--- config.mk ---
export PLATFORM = sky130hd
export DESIGN_NAME = modular_inverse_divider
export DESIGN_NICKNAME = d
export VERILOG_FILES = /design/src/hw/rtl/mid_pkg.sv /design/src/hw/rtl/mid_modadd.sv /design/src/hw/rtl/modular_inverse_divider.sv
export SDC_FILE = /design/constraint.sdc
export NUM_CORES = 1
export LEC_CHECK = 0
export BUFFER_PORTS_ARGS = -buffer_cell sky130_fd_sc_hd__buf_4
export CAP_MARGIN = 30
export CORE_ASPECT_RATIO = 1.75
export CORE_MARGIN = 4
export CORE_UTILIZATION = 35
export DETAILED_ROUTE_END_ITERATION = 12
export PLACE_DENSITY_LB_ADDON = 0.1
export SLEW_MARGIN = 20
export SYNTH_ARGS = -nofsm -noshare
export SYNTH_HDL_FRONTEND = slang
export SYNTH_HIERARCHICAL = 1
export SYNTH_SLANG_ARGS = --single-unit
--- constraint.sdc ---
create_clock -name clk -period 15 [get_ports clk]
set_input_delay 3 -clock clk [delete_from_list [all_inputs] [get_ports clk]]
set_output_delay 3 -clock clk [all_outputs]
set_load 0.01 [all_outputs]
--- src/hw/rtl/mid_pkg.sv ---
// Package for the modular inverse divider: word widths, request and result
// types, register index and sequencer state type.
// No dependencies.
package mid_pkg;

	localparam int WORD_WIDTH = 16;
	localparam int T_WIDTH = WORD_WIDTH + 2;
	localparam int CNT_WIDTH = $clog2(WORD_WIDTH);
	localparam int APB_ADDR_WIDTH = 3;
	localparam int APB_DATA_WIDTH = 32;

	localparam logic [WORD_WIDTH-1:0] MODULUS_RESET = WORD_WIDTH'(23);
	localparam logic REG_MODULUS = 1'b0;

	typedef struct packed {
		logic [WORD_WIDTH-1:0]        dividend;
		logic signed [WORD_WIDTH-1:0] divisor;
	} in_item_t;

	typedef struct packed {
		logic [WORD_WIDTH-1:0] inverse;
		logic [WORD_WIDTH-1:0] quotient;
		logic                  no_inverse;
	} out_item_t;

	typedef enum logic [3:0] {
		S_IDLE,
		S_REDUCE,
		S_FIXSIGN,
		S_EUC_DIV,
		S_EUC_UPD,
		S_INVFIX,
		S_MUL_DBL,
		S_MUL_ADD,
		S_FINISH
	} state_t;

endpackage

--- src/hw/rtl/mid_modadd.sv ---
// Shared arithmetic unit: adds two residues and a carry, then subtracts d (the
// modulus or the Euclid divisor) once when the sum reaches it, for division and modular steps.
// Depends on mid_pkg.
module mid_modadd
	import mid_pkg::*;
(
	input  logic [WORD_WIDTH-1:0] a,
	input  logic [WORD_WIDTH-1:0] b,
	input  logic                  cin,
	input  logic [WORD_WIDTH-1:0] d,
	output logic [WORD_WIDTH-1:0] sum,
	output logic                  ge
);

	logic [WORD_WIDTH:0] wide;
	logic [WORD_WIDTH:0] diff;

	always_comb begin
		wide = {1'b0, a} + {1'b0, b} + (WORD_WIDTH + 1)'(cin);
		diff = wide - {1'b0, d};
		ge   = (wide >= {1'b0, d});
		sum  = ge ? diff[WORD_WIDTH-1:0] : wide[WORD_WIDTH-1:0];
	end

endmodule

--- src/hw/rtl/modular_inverse_divider.sv ---
// Modular inverse divider: one request in flight, results via an output register.
// All arithmetic runs through the single shared add-and-reduce unit, taking one bit a cycle
// in the reduction and Euclid divisions. A divisor with no residue or a modulus below two ends
// with no_inverse set before any Euclid step, and one sharing a factor with the modulus, before the multiply.
// A new request is taken only once the previous result is in the output register and the block is idle.
// Reset sets the modulus to 23 and empties the block.
module modular_inverse_divider
	import mid_pkg::*;
(
	input  logic                      clk,
	input  logic                      arst_n,
	input  logic                      in_valid,
	output logic                      in_stall,
	input  in_item_t                  in_data,
	output logic                      out_valid,
	input  logic                      out_stall,
	output out_item_t                 out_data,
	input  logic                      psel,
	input  logic                      penable,
	input  logic                      pwrite,
	input  logic [APB_ADDR_WIDTH-1:0] paddr,
	input  logic [APB_DATA_WIDTH-1:0] pwdata,
	output logic [APB_DATA_WIDTH-1:0] prdata,
	output logic                      pready
);

	typedef struct packed {
		logic [WORD_WIDTH-1:0] a;
		logic [WORD_WIDTH-1:0] b;
		logic                  cin;
		logic [WORD_WIDTH-1:0] d;
	} unit_op_t;

	state_t state_q, state_d;

	logic [WORD_WIDTH-1:0]      modulus_q;
	logic                       out_valid_q;
	out_item_t                  out_data_q;

	logic [WORD_WIDTH-1:0]      dividend_q;
	logic [WORD_WIDTH-1:0]      num_q;
	logic                       neg_q;
	logic [WORD_WIDTH-1:0]      rem_q;
	logic [WORD_WIDTH-1:0]      r_prev_q;
	logic [WORD_WIDTH-1:0]      r_cur_q;
	logic signed [T_WIDTH-1:0]  t_prev_q;
	logic signed [T_WIDTH-1:0]  t_cur_q;
	logic signed [T_WIDTH-1:0]  tacc_q;
	logic [WORD_WIDTH-1:0]      inv_q;
	logic [CNT_WIDTH-1:0]       cnt_q;
	logic                       fail_q;

	unit_op_t                   op;
	logic [WORD_WIDTH-1:0]      unit_sum;
	logic                       unit_ge;
	logic                       cfg_write;
	logic                       in_accept;
	logic                       out_load;
	logic                       cnt_last;
	logic                       modulus_small;
	logic [WORD_WIDTH-1:0]      div_raw;
	logic [WORD_WIDTH-1:0]      div_mag;
	logic signed [T_WIDTH-1:0]  inv_wide;

	assign pready    = 1'b1;
	assign cfg_write = psel & penable & pwrite & pready;
	assign prdata    = (paddr[2] == REG_MODULUS) ?
		APB_DATA_WIDTH'(modulus_q) : '0;

	assign in_accept     = in_valid & ~in_stall;
	assign cnt_last      = (cnt_q == '0);
	assign modulus_small = (modulus_q < WORD_WIDTH'(2));
	assign div_raw       = in_data.divisor;
	assign div_mag       = div_raw[WORD_WIDTH-1] ? (~div_raw + 1'b1) : div_raw;
	assign inv_wide      = t_prev_q[T_WIDTH-1] ?
		(t_prev_q + $signed({2'b00, modulus_q})) : t_prev_q;

	assign out_valid = out_valid_q;
	assign out_data  = out_data_q;

	mid_modadd u_modadd (
		.a   (op.a),
		.b   (op.b),
		.cin (op.cin),
		.d   (op.d),
		.sum (unit_sum),
		.ge  (unit_ge)
	);

	always_comb begin
		state_d = state_q;
		case (state_q)
			S_IDLE: begin
				if (in_valid) begin
					state_d = modulus_small ? S_FINISH : S_REDUCE;
				end
			end
			S_REDUCE: begin
				if (cnt_last) begin
					state_d = S_FIXSIGN;
				end
			end
			S_FIXSIGN: begin
				state_d = (rem_q == '0) ? S_FINISH : S_EUC_DIV;
			end
			S_EUC_DIV: begin
				if (cnt_last) begin
					state_d = S_EUC_UPD;
				end
			end
			S_EUC_UPD: begin
				state_d = (rem_q == '0) ? S_INVFIX : S_EUC_DIV;
			end
			S_INVFIX: begin
				state_d = (r_prev_q == WORD_WIDTH'(1)) ? S_MUL_DBL : S_FINISH;
			end
			S_MUL_DBL: begin
				state_d = S_MUL_ADD;
			end
			S_MUL_ADD: begin
				if (cnt_last) begin
					state_d = S_FINISH;
				end else begin
					state_d = S_MUL_DBL;
				end
			end
			S_FINISH: begin
				if (!out_valid_q || !out_stall) begin
					state_d = S_IDLE;
				end
			end
			default: begin
				state_d = S_IDLE;
			end
		endcase
	end

	always_comb begin
		in_stall = 1'b1;
		out_load = 1'b0;
		op       = '0;
		case (state_q)
			S_IDLE: begin
				in_stall = 1'b0;
			end
			S_REDUCE: begin
				op = '{a: rem_q, b: rem_q, cin: num_q[WORD_WIDTH-1], d: modulus_q};
			end
			S_EUC_DIV: begin
				op = '{a: rem_q, b: rem_q, cin: num_q[WORD_WIDTH-1], d: r_cur_q};
			end
			S_MUL_DBL: begin
				op = '{a: rem_q, b: rem_q, cin: 1'b0, d: modulus_q};
			end
			S_MUL_ADD: begin
				op = '{a: rem_q, b: (dividend_q[WORD_WIDTH-1] ? inv_q : '0),
					cin: 1'b0, d: modulus_q};
			end
			S_FINISH: begin
				out_load = !out_valid_q || !out_stall;
			end
			default: begin
				op = '0;
			end
		endcase
	end

	always_ff @(posedge clk or negedge arst_n) begin
		if (!arst_n) begin
			state_q     <= S_IDLE;
			modulus_q   <= MODULUS_RESET;
			out_valid_q <= 1'b0;
		end else begin
			state_q <= state_d;
			if (cfg_write && paddr[2] == REG_MODULUS) begin
				modulus_q <= pwdata[WORD_WIDTH-1:0];
			end
			if (out_load) begin
				out_valid_q <= 1'b1;
			end else if (!out_stall) begin
				out_valid_q <= 1'b0;
			end
		end
	end

	always_ff @(posedge clk) begin
		case (state_q)
			S_IDLE: begin
				if (in_accept) begin
					dividend_q <= in_data.dividend;
					neg_q      <= div_raw[WORD_WIDTH-1];
					num_q      <= div_mag;
					rem_q      <= '0;
					cnt_q      <= CNT_WIDTH'(WORD_WIDTH - 1);
					fail_q     <= modulus_small;
				end
			end
			S_REDUCE: begin
				rem_q <= unit_sum;
				num_q <= num_q << 1;
				cnt_q <= cnt_q - 1'b1;
			end
			S_FIXSIGN: begin
				r_prev_q <= modulus_q;
				r_cur_q  <= (neg_q && rem_q != '0) ? (modulus_q - rem_q) : rem_q;
				t_prev_q <= '0;
				t_cur_q  <= T_WIDTH'(1);
				tacc_q   <= '0;
				num_q    <= modulus_q;
				rem_q    <= '0;
				cnt_q    <= CNT_WIDTH'(WORD_WIDTH - 1);
				if (rem_q == '0) begin
					fail_q <= 1'b1;
				end
			end
			S_EUC_DIV: begin
				rem_q  <= unit_sum;
				num_q  <= num_q << 1;
				tacc_q <= (tacc_q <<< 1) + (unit_ge ? t_cur_q : T_WIDTH'(0));
				cnt_q  <= cnt_q - 1'b1;
			end
			S_EUC_UPD: begin
				r_prev_q <= r_cur_q;
				r_cur_q  <= rem_q;
				t_prev_q <= t_cur_q;
				t_cur_q  <= t_prev_q - tacc_q;
				tacc_q   <= '0;
				num_q    <= r_cur_q;
				rem_q    <= '0;
				cnt_q    <= CNT_WIDTH'(WORD_WIDTH - 1);
			end
			S_INVFIX: begin
				inv_q <= inv_wide[WORD_WIDTH-1:0];
				rem_q <= '0;
				cnt_q <= CNT_WIDTH'(WORD_WIDTH - 1);
				if (r_prev_q != WORD_WIDTH'(1)) begin
					fail_q <= 1'b1;
				end
			end
			S_MUL_DBL: begin
				rem_q <= unit_sum;
			end
			S_MUL_ADD: begin
				rem_q      <= unit_sum;
				dividend_q <= dividend_q << 1;
				cnt_q      <= cnt_q - 1'b1;
			end
			S_FINISH: begin
				if (out_load) begin
					if (fail_q) begin
						out_data_q <= '{inverse: '0, quotient: '0, no_inverse: 1'b1};
					end else begin
						out_data_q <= '{inverse: inv_q, quotient: rem_q, no_inverse: 1'b0};
					end
				end
			end
			default: begin
				cnt_q <= cnt_q;
			end
		endcase
	end

endmodule
==> flow_summary.ini, run 1 <==
[outcome]
status = completed

[critical_path]
arrival_ns = 9.76
crit_required_ns = 15.28
path_class = flip-flop to flip-flop
cpPeakStageDelay_ns = 0.68
crit_path_start_kind = flip-flop
crit_path_end_kind = flip-flop
cpMostUsedCell = fa_1
path_max_fanout = 19
slowest_stage = nand3_1

[synth]
synth_flop_cell = edfxtp_1
ys_ff_latch = 210
synthArstFlopShare_pct = 10.0
synth_xor_area_share_pct = 4.57
avgSynthCellArea_sq_um = 10.1
synth-seq-area-share_pct = 42.6
synthAdderAreaFrac_pct = 9.21
yosys.area_share.simple_pct = 17.2
post-synth-top-area-cell = edfxtp_1
netlist_top_cells_area = edfxtp_1 (39%), ha_1 (8.3%), mux2_2 (3.5%), nand2_1 (3.3%), dfrtp_1 (2.9%)
synth_common_cells = edfxtp_1 (189), nand2_1 (129), ha_1 (96)
synth_edf_count = 189
synth_mux_area_share_pct = 4.79
synth-compound-area-share_pct = 17.2
synth_top_family_by_area = compound AO/OA/AOI/OAI gates
ys_warn_count = 6
netlist.area_leader.share_pct = 39.0
netlist_area_sq_mm = 0.0146
syn-instance-count = 1442
synth_most_common_cell = edfxtp_1
synth_cell_types = 80

[floorplan]
start_util_pct = 35.5
die_w_um = 162
ioPinCount = 142
core-area_sq_mm = 0.0410
dieHeight_um = 278
die_area_sq_mm = 0.0450
rows = 98

[global_route]
grt_overflow = 0
grt_max_degree = 47
grt_pass1_vias = 11900
grt_usage_pct = 20.6
grt_antenna_before_repair = 0
grt_pass1_wl_um = 71300

[clock_network]
post_cts_buffers = 0
cts_resized = 0
cts_root_buf = clkbuf_16
clkLatencyLatePin_ns = 0.54
path_clk_slew_ns = 0.06
htree_levels = 1
cts_hold_buf = 0
cts_num_sinks = 210
cts_made_buffers = 24
cts_tree = built
cts_buffer_depth = 3

[finish]
layout.nets = 1734
multi_input_area_sq_mm = 0.00780
syn_to_final_growth_pct = 15.7
seq_area_sq_mm = 0.00621
nFillCells = 4086
drive_above_1_share_pct = 16.8
instances_no_fill = 2125
antenna_cells = 0
final_area_sq_mm = 0.0168

[drt]
via_count = 11500
routed_wl_um = 47300
viasPerCell = 5.42
dr.pass1.iters = 5
final_antenna_net_count = 0
wire_per_inst_um = 22.3
drc = 0
drtIter0Drc = 661

[sta]
skew_ns = 0.0130
period_minus_slack_ns = 9.48
slew_violations = 0
fmax_mhz = 105
slew_headroom_pct = 37.4
rsz0062_at_grt = no
setup_tns_ns = 0
period_share_pct = 63.2
setup_violations = 0
hold_violations = 0
worst_slew_pin_slew_ns = 0.936

[placed_design]
place_congestion = 0.927
dp.cells = 2081
placed_area_sq_mm = 0.0161
port_buffers = 106
hpwl_um = 37500

[hold_path]
hp-class = flip-flop to flip-flop

[job]
drv_cap = 0
## per-stage QoR
stage                     hold slack (ns)  worst slack [ns]  utilization (%)
final                               0.546              5.52             41.1
after global placement              0.528              5.70             39.1
after floorplan                     0.512              7.73                -
after CTS                           0.549              5.56             41.1
after detailed placement            0.536              5.59             39.2
after global routing                0.560              4.94             41.1
## cells by family after synthesis
family | after synthesis
other | 2
multiplexers | 60
adder cells (fa/ha/maj) | 103
buffers and inverters | 144
AO/OA/AOI/OAI | 358
flip-flops | 210
XOR/XNOR | 76
AND/OR/NAND/NOR | 489
## flip-flops by register name (all words and copies together), names as in the netlist, 18 cells and up
register and flops:
t_prev_q 18, t_cur_q 18, tacc_q 18, out_data 33
## layout by cell type (no fill, tap or decap), types with 6 or more instances in the layout
cell and n:
edfxtp_1 189, buf_4 140, nand2_1 129, ha_1 96
nor2_1 94, a21oi_1 78, inv_1 76, o21ai_0 62
and2_1 58, xnor2_1 48, mux2_2 45, nor2b_1 38
a21o_1 35, and3_1 33, a22o_1 33, nand3_1 31
xor2_1 28, clkbuf_16 25, nor3_1 21, o21a_1 20
nand2b_1 17, conb_1 17, dfrtp_1 17, a211oi_1 15
nand4_1 14, nor4_1 14, a222oi_1 14, o31ai_1 12
o211ai_1 9, or3_1 8, o21bai_1 8, clkinv_2 8
mux2_4 8, or2_2 7, mux2i_1 7, a31oi_1 7
fa_1 7, a211o_1 6
## cell type report
cell class,count,share of cell area [%]
inverter,77,1.72
multi-input combinational,1103,46.3
timing repair buffer,141,6.33
sequential,210,36.9
clock buffer,30,3.95
clock inverter,14,0.728
tap,550,4.09
## worst paths after layout
check	startpoint	end	slack [ns]	depth (start not counted)
hold / removal	dividend_q[1]$_DFFE_PP_	dividend_q[2]$_DFFE_PP_	0.55	1
setup / recovery	state_q[2]$_DFFE_PN0P_	tacc_q[17]$_SDFFCE_PN0P_	5.52	29
setup reg to reg	state_q[2]$_DFFE_PN0P_	tacc_q[17]$_SDFFCE_PN0P_	5.52	29
hold reg to reg	dividend_q[1]$_DFFE_PP_	dividend_q[2]$_DFFE_PP_	0.55	1
min in group asynchronous	arst_n	modulus_q[12]$_DFFE_PN0P_	2.37	1
max in group asynchronous	arst_n	modulus_q[2]$_DFFE_PN1P_	12.29	1
## routing by layer
layer / wire (um) / GRT usage (%) / vias to the layer above / part of all wire, %
li1: - / - / 5554 / -
met4: 2140 / 8.64 / 0 / 4.5
met1: 17300 / 22.1 / 5613 / 37
met2: 26300 / 40.3 / 265 / 56
met3: 1510 / 1.95 / 85 / 3.2
met5: 0 / 0 / - / 0
## critical path: cells and delay by family (launching register included)
kind / cells / cell delay (ns)
AOI/OAI and AO/OA: 10 / 3.02
and+or+nand+nor: 8 / 2.04
adders and majority gates: 5 / 1.71
buffers and inverters: 4 / 1.05
xor gates and xnor gates: 2 / 0.77
DFF: 1 / 0.59
Power of run 1 is left out: the tool's default activity adds up to more than one toggle a clock period on the data nets, which glitch-free logic cannot reach.
==> run 2: changes to the inputs <==
Clock period 15 ns to 8.8 ns, I/O delays scaled along.
==> run 2 against run 1 <==
- routed wire length barely moved
- cell count did not move
- setup slack got worse by 5.0 ns
- die area did not move
- final area rose by 0.48%
- first-iteration DRC count fell by 5.6%
- critical path type unchanged
- critical endpoint unchanged
==> flow_summary.ini, run 2 (synthesis results as in run 1) <==
[finish]
antenna_cells = 0
multi_input_area_sq_mm = 0.00782
largest_register_ffs = 33
layout_common_cells = edfxtp_1 (189), buf_4 (139), nand2_1 (129), ha_1 (96), nor2_1 (93)
syn_to_final_growth_pct = 16.2
nFillCells = 4110
seq_area_sq_mm = 0.00621
layout_commonest_cell = edfxtp_1
layout.nets = 1734
drive_above_1_share_pct = 16.9

[global_route]
grt_pass1_vias = 12100
grt_pass1_wl_um = 71700
grt_overflow = 0
grt_usage_pct = 20.6
grt_max_degree = 61
grt_antenna_before_repair = 1

[clock_network]
cts_made_buffers = 24
cts_buffer_depth = 3
path_clk_slew_ns = 0.06
cts_tree = built
cts_root_buf = clkbuf_16
cts_hold_buf = 0
post_cts_buffers = 0
clkLatencyLatePin_ns = 0.54
cts_num_sinks = 210
htree_levels = 1

[placed_design]
hpwl_um = 36900
place_congestion = 0.930
port_buffers = 106

[sta]
period_share_pct = 93.7
skew_ns = 0.0145
slew_violations = 0
rsz0062_at_grt = no
hold_violations = 0
worst_slew_pin_slew_ns = 0.917
slew_headroom_pct = 38.9
setup_violations = 0
fmax_mhz = 121
setup_tns_ns = 0
period_minus_slack_ns = 8.25

[floorplan]
ioPinCount = 142
die_w_um = 162
die_area_sq_mm = 0.0450
rows = 98
dieHeight_um = 278
core-area_sq_mm = 0.0410
start_util_pct = 35.5

[critical_path]
critical_path.reg2reg.startpoint = state_q[1]$_DFFE_PN0P_
arrival_ns = 8.51
crit_required_ns = 9.07
rrSetupSlack_ns = 0.55
r2r-end = tacc_q[17]$_SDFFCE_PN0P_
path_class = flip-flop to flip-flop
startpoint = state_q[1]$_DFFE_PN0P_
crit_path_start_kind = flip-flop
endpoint = tacc_q[17]$_SDFFCE_PN0P_
rr_worst_depth = 30
path_max_fanout = 12
slowest_stage = a2111oi_1
cpPeakStageDelay_ns = 0.61
crit_path_end_kind = flip-flop
cpMostUsedCell = fa_1

[drt]
via_count = 11600
drc = 0
wire_per_inst_um = 22.3
viasPerCell = 5.46
routed_wl_um = 47300
final_antenna_net_count = 0
drtIter0Drc = 624
dr.pass1.iters = 5

[job]
drv_cap = 0

[hold_path]
hp-class = flip-flop to flip-flop

[outcome]
status = completed
-- run 2: changes by cell type in the layout (fill, tap and decap cells not counted), moves of 2 or more --
| cell | previous run | this run |
|---|---|---|
| clkbuf_1 | 3 | 7 |
| bufinv_16 | 2 | 4 |
| clkbuf_8 | 2 | 4 |
| clkinv_2 | 8 | 3 |
| clkinv_1 | 3 | 1 |
-- run 2: cell type report --
class / instances / area share (%)
inverter: 77 / 1.71
clock buffer: 36 / 4.18
multi-input combinational: 1103 / 46.2
sequential: 210 / 36.7
timing repair buffer: 141 / 6.32
tap: 550 / 4.07
clock inverter: 8 / 0.821
-- run 2: worst min-delay path by stage --
stage                        startpoint                       end  slack [ns]  cells after the start
3_5_place_dp   dividend_q[10]$_DFFE_PP_  dividend_q[11]$_DFFE_PP_        0.54                      1
2_1_floorplan      fail_q$_SDFFCE_PP1P_     out_data[0]$_DFFE_PP_        0.51                      0
6_report       dividend_q[10]$_DFFE_PP_  dividend_q[11]$_DFFE_PP_        0.55                      1
4_1_cts        dividend_q[10]$_DFFE_PP_  dividend_q[11]$_DFFE_PP_        0.55                      1
3_3_place_gp    dividend_q[2]$_DFFE_PP_   dividend_q[3]$_DFFE_PP_        0.53                      1
5_1_grt        dividend_q[10]$_DFFE_PP_  dividend_q[11]$_DFFE_PP_        0.57                      1
-- run 2: per-layer routing --
metal / share of wire [%] / global-route usage, % / vias to the layer above
met5: 0 / 0 / -
met4: 4.8 / 9.64 / 0
met3: 3.9 / 2.19 / 92
met2: 55 / 39.8 / 302
met1: 36 / 22.0 / 5635
li1: - / - / 5566
-- run 2: timing repair --
item                                   CTS  global route
endpoints found under the hold margin    0             0
setup endpoints to repair                0             1
gates resized for setup                  0             3
-- run 2: through the flow --
step	util (%)	hold slack (ns)	area, sq um	instances	setup slack [ns]
6_report	41.3	0.547	16900	2125	0.552
5_1_grt	41.3	0.566	16900	2125	0.0233
2_1_floorplan	-	0.512	14600	1457	1.53
3_5_place_dp	39.2	0.537	16100	2081	0.478
4_1_cts	41.3	0.552	16900	2125	0.461
3_3_place_gp	39.1	0.528	16000	2079	0.482
-- run 2: critical path, delay by kind of cell, from the launching register on --
family | cells | cell delay, ns
AO/OA/AOI/OAI | 11 | 3.11
adder cells (fa/ha/maj) | 5 | 1.67
AND/OR/NAND/NOR | 8 | 1.26
buffers and inverters | 4 | 0.72
XOR/XNOR | 2 | 0.61
flip-flops | 1 | 0.59
Power of run 2 is left out for the same reason.
==> run 3: changes to the inputs <==
Clock period 8.8 ns to 8.5 ns, I/O delays scaled along.
==> run 3 against run 2 <==
- non-clock buffer count rose by 10
- via count rose by 0.21%
- fmax rose by 3.4%
- routed wire length rose by 1.3%
- setup slack got worse by 0.028 ns
- count of clock-buffer cells in the layout fell by 9
- register-to-register slack got worse by 0.03 ns
- critical endpoint is now tacc_q[15]$_SDFFCE_PN0P_
==> flow_summary.ini, run 3 (synthesis results as in run 1) <==
[outcome]
status = completed

[finish]
layout_commonest_cell = edfxtp_1
antenna_cells = 0
syn_to_final_growth_pct = 15.9
layout_common_cells = edfxtp_1 (189), buf_4 (149), nand2_1 (129), ha_1 (96), nor2_1 (93)
post-route-util_pct = 41.2
layout.nets = 1743
drive_above_1_share_pct = 17.3
largest_register_ffs = 33

[drt]
drc = 0
final_antenna_net_count = 0
viasPerCell = 5.45
routed_wl_um = 47900
dr.pass1.iters = 5
via_count = 11600
drtIter0Drc = 672
wire_per_inst_um = 22.5

[critical_path]
crit_path_end_kind = flip-flop
arrival_ns = 8.24
critical_path.reg2reg.startpoint = state_q[2]$_DFFE_PN0P_
crit_required_ns = 8.76
slowest_stage = dfrtp_1
path_max_fanout = 16
cpPeakStageDelay_ns = 0.59
path_class = flip-flop to flip-flop
startpoint = state_q[2]$_DFFE_PN0P_
crit_path_start_kind = flip-flop

[global_route]
grt_antenna_before_repair = 0
grt_overflow = 0
grt_pass1_wl_um = 72200
grt_max_degree = 46
grt_usage_pct = 20.9
grt_pass1_vias = 12000

[floorplan]
core-area_sq_mm = 0.0410
die_w_um = 162
dieHeight_um = 278
start_util_pct = 35.5
rows = 98
ioPinCount = 142
die_area_sq_mm = 0.0450

[clock_network]
cts_tree = built
cts_buffer_depth = 3
cts_num_sinks = 210
path_clk_slew_ns = 0.06
post_cts_buffers = 0
htree_levels = 1
cts_resized = 0
cts_hold_buf = 0
cts_made_buffers = 23
cts_root_buf = clkbuf_16
clkLatencyLatePin_ns = 0.53

[hold_path]
hp-class = flip-flop to flip-flop
hold_start = dividend_q[12]$_DFFE_PP_

[sta]
setup_tns_ns = 0
skew_ns = 0.0102
slew_headroom_pct = 44.1
setup_violations = 0
rsz0062_at_grt = no
period_share_pct = 93.8
fmax_mhz = 125
hold_violations = 0
slew_violations = 0
period_minus_slack_ns = 7.98
worst_slew_pin_slew_ns = 0.838

[placed_design]
place_congestion = 0.960
port_buffers = 106
hpwl_um = 37500

[job]
drv_cap = 0
==> run 3: final timing paths <==
check	end	slack (ns)	cells after the start
setup reg to reg	tacc_q[15]$_SDFFCE_PN0P_	0.52	29
max in group asynchronous	modulus_q[1]$_DFFE_PN1P_	7.06	1
setup / recovery	tacc_q[15]$_SDFFCE_PN0P_	0.52	29
min in group asynchronous	modulus_q[8]$_DFFE_PN0P_	1.09	1
hold / removal	dividend_q[13]$_DFFE_PP_	0.54	1
hold reg to reg	dividend_q[13]$_DFFE_PP_	0.54	1
==> run 3: worst max-delay path: cells and delay by family (launching register included) <==
kind	cells	cell delay [ns]
AO/OA/AOI/OAI	13	3.62
adder cells (fa/ha/maj)	4	1.21
XOR/XNOR	1	0.18
buffers and inverters	4	0.84
AND/OR/NAND/NOR	7	1.27
flip-flops	1	0.59
==> run 3: metrics by stage <==
stage | area (sq um) | hold slack [ns] | cells | worst slack [ns]
2_1_floorplan | 14600 | 0.512 | 1457 | 1.23
3_3_place_gp | 16100 | 0.526 | 2089 | 0.738
3_5_place_dp | 16100 | 0.537 | 2091 | 0.625
4_1_cts | 16900 | 0.547 | 2132 | 0.591
5_1_grt | 16900 | 0.557 | 2132 | 0.0203
6_report | 16900 | 0.543 | 2132 | 0.524
==> run 3: cell type report <==
class	count	area, sq um
repair buffers	151	1140
fillers	4139	24100
multi-input cells	1103	7810
well taps	550	688
clock buffers	27	611
clock inverters	14	120
inverters	77	289
flip-flops and latches	210	6210
==> run 3: metal layers <==
metal / track usage (%) / up-vias / part of all wire [%]
li1: - / 5570 / -
met1: 22.4 / 5709 / 37
met2: 40.5 / 253 / 55
met3: 1.58 / 87 / 2.6
met4: 9.92 / 0 / 5.2
met5: 0 / - / 0
Power of run 3 is left out for the same reason.
